### config.mk
export PLATFORM = sky130hd
export DESIGN_NAME = bldc_six_step_commutator
export DESIGN_NICKNAME = d
export VERILOG_FILES = /design/src/design/bldc6s_pkg.sv /design/src/design/bldc6s_step.sv /design/src/design/bldc_six_step_commutator.sv
export SDC_FILE = /design/constraint.sdc
export NUM_CORES = 1
export LEC_CHECK = 0
export BUFFER_PORTS_ARGS = -buffer_cell sky130_fd_sc_hd__buf_2
export CORE_MARGIN = 1
export CORE_UTILIZATION = 55
export CTS_CLUSTER_SIZE = 30
export DETAILED_ROUTE_END_ITERATION = 8
export HOLD_SLACK_MARGIN = 0.15
export PLACE_DENSITY = 0.77
export SLEW_MARGIN = 20
export SYNTH_ARGS = -nofsm -noshare
export SYNTH_HDL_FRONTEND = slang
export SYNTH_SLANG_ARGS = --single-unit
### constraint.sdc
create_clock -name clk -period 7.97 [get_ports clk]
set_clock_uncertainty 0.1 [all_clocks]
set_input_delay 0.797 -clock clk [delete_from_list [all_inputs] [get_ports clk]]
set_output_delay 0.797 -clock clk [all_outputs]
set_load 0.01 [all_outputs]
### src/design/bldc6s_pkg.sv
// Types, constants and phase tables for the six-step commutator.
// Used by the step logic, the top level and the checker.
package bldc6s_pkg;

  localparam int unsigned PHASE_W = 3;
  localparam int unsigned LEG_W = 2;
  localparam int unsigned COUNT_W = 16;
  localparam int unsigned OVF_W = 8;
  localparam int unsigned NUM_PHASES = 6;
  localparam int unsigned STEPS_PER_REV = 6;

  localparam logic [PHASE_W-1:0] LAST_PHASE = PHASE_W'(NUM_PHASES - 1);
  localparam logic [PHASE_W-1:0] LAST_STEP = PHASE_W'(STEPS_PER_REV - 1);

  localparam logic KIND_SAMPLE = 1'b0;
  localparam logic KIND_FORCE = 1'b1;

  localparam logic [LEG_W-1:0] LEG_A = 2'd0;
  localparam logic [LEG_W-1:0] LEG_B = 2'd1;
  localparam logic [LEG_W-1:0] LEG_C = 2'd2;

  typedef struct packed {
    logic               kind;
    logic               comparator_level;
    logic [PHASE_W-1:0] forced_phase;
    logic [OVF_W-1:0]   overflow_count;
    logic               current_sample_request;
  } in_item_t;

  typedef struct packed {
    logic [PHASE_W-1:0] phase;
    logic [LEG_W-1:0]   high_side_leg;
    logic [LEG_W-1:0]   low_side_leg;
    logic [LEG_W-1:0]   comparator_channel;
    logic               comparator_rising;
    logic               commutated;
    logic               start_current_conversion;
    logic [COUNT_W-1:0] commutation_total;
    logic [OVF_W-1:0]   revolution_ticks;
    logic               revolution_done;
  } out_item_t;

  typedef struct packed {
    logic [PHASE_W-1:0] phase;
    logic [COUNT_W-1:0] count;
    logic [PHASE_W-1:0] steps;
    logic [OVF_W-1:0]   last_ovf;
    logic [OVF_W-1:0]   rev_ticks;
    logic [LEG_W-1:0]   cmp_chan;
    logic               cmp_rise;
  } state_t;

  function automatic logic [LEG_W-1:0] drive_high(input logic [PHASE_W-1:0] p);
    logic [LEG_W-1:0] leg;
    unique case (p)
      3'd0, 3'd1: leg = LEG_A;
      3'd2, 3'd3: leg = LEG_B;
      3'd4, 3'd5: leg = LEG_C;
      default:    leg = LEG_A;
    endcase
    return leg;
  endfunction

  function automatic logic [LEG_W-1:0] drive_low(input logic [PHASE_W-1:0] p);
    logic [LEG_W-1:0] leg;
    unique case (p)
      3'd0, 3'd5: leg = LEG_B;
      3'd1, 3'd2: leg = LEG_C;
      3'd3, 3'd4: leg = LEG_A;
      default:    leg = LEG_B;
    endcase
    return leg;
  endfunction

  function automatic logic [LEG_W-1:0] cmp_channel(input logic [PHASE_W-1:0] p);
    logic [LEG_W-1:0] leg;
    unique case (p)
      3'd0, 3'd3: leg = LEG_C;
      3'd1, 3'd4: leg = LEG_B;
      3'd2, 3'd5: leg = LEG_A;
      default:    leg = LEG_C;
    endcase
    return leg;
  endfunction

  // rising edge expected in even phases
  function automatic logic cmp_rising(input logic [PHASE_W-1:0] p);
    return ~p[0];
  endfunction

endpackage

### src/design/bldc6s_step.sv
// One commutation step: next state and result item from the state and an item.
// Depends on bldc6s_pkg.
module bldc6s_step (
  input  bldc6s_pkg::state_t    cur,
  input  bldc6s_pkg::in_item_t  item,
  output bldc6s_pkg::state_t    nxt,
  output bldc6s_pkg::out_item_t res
);
  import bldc6s_pkg::*;

  logic               comm;
  logic               conv;
  logic               rev;
  logic [PHASE_W-1:0] adv_phase;

  assign adv_phase = (cur.phase == LAST_PHASE) ? '0 : cur.phase + 3'd1;

  always_comb begin
    nxt  = cur;
    comm = 1'b0;
    conv = 1'b0;
    rev  = 1'b0;
    if (item.kind == KIND_FORCE) begin
      if (item.forced_phase <= LAST_PHASE) begin
        nxt.phase    = item.forced_phase;
        nxt.cmp_chan = cmp_channel(item.forced_phase);
        nxt.cmp_rise = cmp_rising(item.forced_phase);
      end
    end else if (item.comparator_level == ~cur.phase[0]) begin
      comm         = 1'b1;
      conv         = item.current_sample_request;
      nxt.phase    = adv_phase;
      nxt.cmp_chan = cmp_channel(adv_phase);
      nxt.cmp_rise = cmp_rising(adv_phase);
      nxt.count    = cur.count + 16'd1;
      if (cur.steps == LAST_STEP) begin
        nxt.steps     = '0;
        nxt.rev_ticks = item.overflow_count - cur.last_ovf;
        nxt.last_ovf  = item.overflow_count;
        rev           = 1'b1;
      end else begin
        nxt.steps = cur.steps + 3'd1;
      end
    end
  end

  always_comb begin
    res.phase                    = nxt.phase;
    res.high_side_leg            = drive_high(nxt.phase);
    res.low_side_leg             = drive_low(nxt.phase);
    res.comparator_channel       = nxt.cmp_chan;
    res.comparator_rising        = nxt.cmp_rise;
    res.commutated               = comm;
    res.start_current_conversion = conv;
    res.commutation_total        = nxt.count;
    res.revolution_ticks         = nxt.rev_ticks;
    res.revolution_done          = rev;
  end

endmodule

### src/design/bldc_six_step_commutator.sv
// Top level of the sensorless six-step BLDC commutator.
// Depends on bldc6s_pkg and bldc6s_step.
//
// Usage:
//   Input channel (in_valid, in_stall, in_item) takes comparator samples
//   and force items; result channel (out_valid, out_stall, out_item) gives
//   exactly one result item per input item, in order.
//   An item is taken into an input register, then the step logic updates the
//   commutation state and loads the result register from it.
//   Throughput: 1 item per cycle unless out_stall holds a result; the state
//   update is a single combinational step from input to result register.
//   When out_stall is high with a result waiting, the result register holds,
//   the input register holds its item and in_stall rises until the result
//   is taken.
//   Reset (rst_n low, synchronous) empties both registers, sets phase 0,
//   clears the counters and snapshots, and points the comparator at
//   channel A with a falling edge.
module bldc_six_step_commutator (
  input  logic                  clk,
  input  logic                  rst_n,
  input  logic                  in_valid,
  output logic                  in_stall,
  input  bldc6s_pkg::in_item_t  in_item,
  output logic                  out_valid,
  input  logic                  out_stall,
  output bldc6s_pkg::out_item_t out_item
);
  import bldc6s_pkg::*;

  logic      s1_valid_r;
  in_item_t  s1_item_r;
  state_t    state_r;
  state_t    state_nxt;
  logic      out_valid_r;
  out_item_t out_item_r;
  out_item_t out_item_nxt;
  logic      advance;

  assign advance  = !out_valid_r || !out_stall;
  assign in_stall = s1_valid_r && !advance;

  bldc6s_step u_step (
    .cur  (state_r),
    .item (s1_item_r),
    .nxt  (state_nxt),
    .res  (out_item_nxt)
  );

  always_ff @(posedge clk) begin
    if (!rst_n) begin
      s1_valid_r <= 1'b0;
    end else if (!in_stall) begin
      s1_valid_r <= in_valid;
    end
  end

  always_ff @(posedge clk) begin
    if (in_valid && !in_stall) begin
      s1_item_r <= in_item;
    end
  end

  always_ff @(posedge clk) begin
    if (!rst_n) begin
      state_r <= '0;
    end else if (s1_valid_r && advance) begin
      state_r <= state_nxt;
    end
  end

  always_ff @(posedge clk) begin
    if (!rst_n) begin
      out_valid_r <= 1'b0;
    end else if (advance) begin
      out_valid_r <= s1_valid_r;
    end
  end

  always_ff @(posedge clk) begin
    if (s1_valid_r && advance) begin
      out_item_r <= out_item_nxt;
    end
  end

  assign out_valid = out_valid_r;
  assign out_item  = out_item_r;

endmodule

## After elaboration in Yosys (flattened, before gate mapping)

Index checks and enable logic that the tools add are counted.

- Input bits: 18
- Bits in registers: 94
- Output and inout bits: 39

- Reductions and logical operators: 19
- Eq/ne operators: 16
- Add/sub/neg operators: 4
- Bitwise logic cells: 5
- Mux-type cells: 15
- Order comparisons: 1

Operator list:

| operator | count |
|---|---|
| 41-bit 2-to-1 mux | 1 |
| 35-bit 2-to-1 mux | 1 |
| 3-bit == test (second input constant) | 8 |
| 3-bit 2-to-1 mux | 6 |
| 2-bit OR reduction | 9 |
| 16-bit by 1-bit adder with 16-bit output (second input constant) | 1 |
| 16-bit 2-to-1 mux | 1 |
| 2-bit one-hot mux with 2 select lines | 4 |
| 3-bit by 2-bit == test with 1-bit output (second input constant) | 4 |
| 3-bit by 1-bit == test with 1-bit output (second input constant) | 3 |
| 8-bit subtractor | 1 |
| 3-bit by 1-bit adder with 3-bit output (second input constant) | 2 |
| 1-bit inverter | 5 |
| 1-bit logical NOT | 4 |
| 4-bit AND reduction | 1 |
| 3-bit less-or-equal comparator (second input constant) | 1 |
| 1-bit logical AND | 3 |
| 3-bit AND reduction | 1 |
| 1-bit 2-to-1 mux | 2 |
| 1-bit == test | 1 |
| 1-bit logical OR | 1 |

## Depth between registers and ports, before layout

- Word-level depth: 10
- Mapped depth: 8
- Gate-level depth less buffers: 8

## Modules after synthesis

From an unflattened synthesis, not the netlist that was laid out.

- Cells, all modules: 458
- Area, all modules: 4,705.8 µm²

Modules (own cells, without submodules):

| module | times used | area each (µm²) | cells an instance | seq. area each (µm²) |
|---|---|---|---|---|
| bldc_six_step_commutator | 1 | 3,290.7 | 237 | 2,392.3 |
| bldc6s_step | 1 | 1,415.1 | 221 | 0.0 |

## Worst setup path after synthesis

OpenSTA, ideal clock, no wires.

- Kind: in2reg
- Start: input port out_stall
- End: register state_r[24] (netlist bit)
- Setup slack: 4,802 ps
- Data arrival time: 2,941 ps
- Stages: 7
- Library setup time: 128 ps
- Buffers on the path: 2
- Cell sequence: a21bo_2 > clkbuf_1 > inv_1 > clkbuf_1 > nand4_1 > xor2_1 > nor2_1

- Word-level cells in the longest chain between the ends: 3

RTL lines:

| what | line | source |
|---|---|---|
| start, declared | bldc_six_step_commutator.sv:25 | `input logic out_stall,` |
| 1-bit logical NOT | bldc_six_step_commutator.sv:39 | `assign advance = !out_valid_r \|\| !out_stall;` |
| 1-bit logical OR | bldc_six_step_commutator.sv:39 |  |
| 1-bit logical AND | bldc_six_step_commutator.sv:66 | `end else if (s1_valid_r && advance) begin` |
| end signal, assigned | bldc_six_step_commutator.sv:67 | `state_r <= state_nxt;` |
| end, declared | bldc_six_step_commutator.sv:32 | `state_t state_r;` |

No other way between the ends.
A chain may end at the register's enable or synchronous reset.

## Final worst setup path

- Start: input port out_stall
- End: register state_r[21] (netlist bit)

- Word-level cells in the longest chain between the ends: 4

RTL lines:

| what | line |
|---|---|
| 1-bit logical NOT | bldc_six_step_commutator.sv:39 |
| 1-bit logical OR | bldc_six_step_commutator.sv:39 |
| 1-bit logical AND | bldc_six_step_commutator.sv:66 |
| 3-bit AND reduction (no source line) | -- |

No other way between the ends.

==> metrics.md <==
| Metric | Value |
|---|---|
| Layout Nets | `490` |
| Core area | `0.00741 sq mm` |
| # rows | `31` |
| Drt total wl | `8.08 mm` |
| Power per cell area | `197 mW/mm^2` |
| Worst setup SP type | `input port` |
| Final Power | `0.958 mW` |
| Total GRT Usage | `20.8%` |
| Status | `finished, final reports clean` |
| Post-synthesis mux area share | `1.66%` |
| Die Ht | `90.5 um` |
| Synth top area cells | `edfxtp_1 36%, dfxtp_1 20%, nand2_1 4.6%, a21oi_1 3.4%, xor2_1 3.3%` |
| Synth Flop Type | `edfxtp_1` |
| Slew @ Worst Pin | `0.999 ns` |
| Commonest non-fill, non-tap cell in the layout | `buf_2` |
| TritonCTS clock tree | `done` |
| Area leader, netlist | `edfxtp_1` |
| Most frequent cells in the layout | `56 x buf_2, 53 x nand2_1, 51 x edfxtp_1, 43 x dfxtp_1, 34 x nor2_1` |
| Global-route wire length before repair | `13.6 mm` |
| Inserted Diodes | `0` |
| First-pass DRT Iterations | `4` |
| Clock sinks | `94` |
| Syn nets | `441` |
| Post-Synth Simple-Gate Area | `19.1%` |
| Mapped Avg Cell Area | `10.4 sq um` |
| CP required | `8.16 ns` |
| DR DRC count | `0` |
| Initial core utilization | `58.1%` |
| Clk buf depth | `2` |
| Final setup violation count | `0` |
| WL/cell | `14.3 um` |
| Top-area cell type share of the netlist area | `35.6%` |
| Post-synth EDFFs | `51` |
| Detailed placement HPWL | `5.51 mm` |
| Fin. Hold Viols | `0` |
| Adder-cell share of the synthesized area | `3.02%` |
| Slew Limit Headroom | `32.9%` |
| Antenna violations before repair | `0` |
| Die W | `90.5 um` |
| Async S/R FF share, synth | `0%` |
| Netlist Area Pre-Place | `0.00431 sq mm` |
| Cts repair resizes | `0` |
| Vias in the first global route | `2,951` |
| Worst setup path category | `input port to register` |
| Total CTS buffers | `9` |
| Yosys cell types | `58` |
| Via density per instance | `5.63` |
| CP Max Fanout | `31` |
| Fillcell total | `596` |
| Hold_ws | `0.362 ns` |
| Postcts setup bufs | `0` |
| Crit end category | `register` |
| Hold_buf cts | `0` |
| RSZ-0062 raised after global routing | `no` |
| VDD IR max | `0.123 mV` |
| Largest family of logic cells by synthesized area | `simple AND/OR/NAND/NOR gates` |
| Setup TNS Final | `0 ns` |
| Max Freq | `0.360 GHz` |
| Port Buffer Count | `56` |
| Hold Path Class | `register to register` |
| Final ANT Viol Nets | `0` |
| CTS root buf | `clkbuf_8` |
| Share of cells above drive strength 1 | `17.9%` |
| Sequential area share after synthesis | `55.6%` |
| Fin crit share | `34.9%` |
| Clock-pin slew on the worst setup and hold paths | `0.09 ns` |
| GP Congestion | `0.823` |
| Synth warn | `0` |
| Complex-gate fraction of the synthesized area | `11.3%` |
| Layout area overhead | `12.8%` |
| Post-synthesis xor/xnor area fraction | `5.49%` |
| Leakage Power | `1.81 nW` |
| Violation count after the first detailed-routing iteration | `222` |
| # IOs | `57` |
| Min cycle time layout | `2.78 ns` |
| Via Count | `3,192` |
| Seq cells post-synth | `94` |
| Mapped Cells | `414` |
| Overflow after GRT | `0` |
| Max_cap viols | `0` |
| Final slew viol count | `0` |
| Arrival time worst endpoint | `2.97 ns` |
| Clock latency on the worst-skew pair | `0.35 ns` |
| Largest net degree at the start of global routing | `38` |
| Die ar. | `0.00819 sq mm` |
| H-tree depth | `3` |
layer usage:
metal	routed length, um	vias up	track usage, %
met3	389	8	4.80
li1	-	1585	-
met5	0	-	0
met4	64	0	7.12
met2	3990	79	34.5
met1	3630	1520	26.5
through the flow:
stage	worst slack [ns]	cell area [sq um]	util, %	instances
5_1_grt	5.04	4850	65.5	567
4_1_cts	5.20	4850	65.5	567
6_report	5.19	4850	65.5	567
2_1_floorplan	4.80	4310	-	414
3_3_place_gp	4.91	4620	62.4	551
3_5_place_dp	4.83	4630	62.4	551
cell families after synthesis:
kind of cell               count (synthesis)
AOI/OAI and AO/OA                         75
xor gates and xnor gates                  27
adders and majority gates                 10
buffers and inverters                     38
DFF                                       94
muxes                                      7
and+or+nand+nor                          163
registers in the layout, indices dropped and copies added (netlist names):
register	count
state_r	41
out_item	37
s1_item_r	14
out_valid	1
s1_valid_r	1
final cells by class:
cell class / count / area (sq um) / share of cell area, %
multi-input combinational: 282 / 1750 / 36.0
clock buffer: 14 / 194 / 3.99
sequential: 94 / 2390 / 49.3
tap: 99 / 124 / 2.55
clock inverter: 2 / 35.0 / 0.722
inverter: 18 / 67.6 / 1.39
timing repair buffer: 58 / 295 / 6.08
critical path, stage by stage:
cell	delay, ns
buf_2	0.11
a21bo_2	0.34
clkinv_1	0.40
buf_4	0.45
nand4_1	0.22
or3b_2	0.50
a21oi_1	0.13
power by group:
part	internal [mW]	leakage [nW]	total, mW	switching, mW
clock	0.190	0.118	0.347	0.158
sequential	0.529	0.829	0.540	0.0113
combinational	0.0267	0.863	0.0711	0.0443
worst paths after layout:
check	startpoint	end	slack [ns]	cells past startpoint
setup / recovery	out_stall	state_r[21]	5.19	7
hold / removal	state_r[12]	state_r[12]	0.36	2
setup reg to reg	s1_item_r[12]	out_item[7]	5.23	5
hold reg to reg	state_r[12]	state_r[12]	0.36	2
cells in the mapped netlist, types with 3 or more instances:
library cell / instances
a211oi_1: 6
a21oi_1: 29
and3_1: 4
buf_6: 3
clkbuf_1: 13
dfxtp_1: 43
edfxtp_1: 51
ha_1: 8
inv_1: 17
mux2i_1: 6
nand2_1: 53
nand2b_1: 5
nand3_1: 16
nand3b_1: 3
nand4_1: 6
nand4b_1: 3
nor2_1: 34
nor2b_1: 5
nor3_1: 6
nor4_1: 3
o211ai_1: 5
o21ai_0: 12
o31ai_1: 4
or3_1: 6
or4_1: 9
xnor2_1: 11
xor2_1: 16
(Power assumes the default switching activity.)
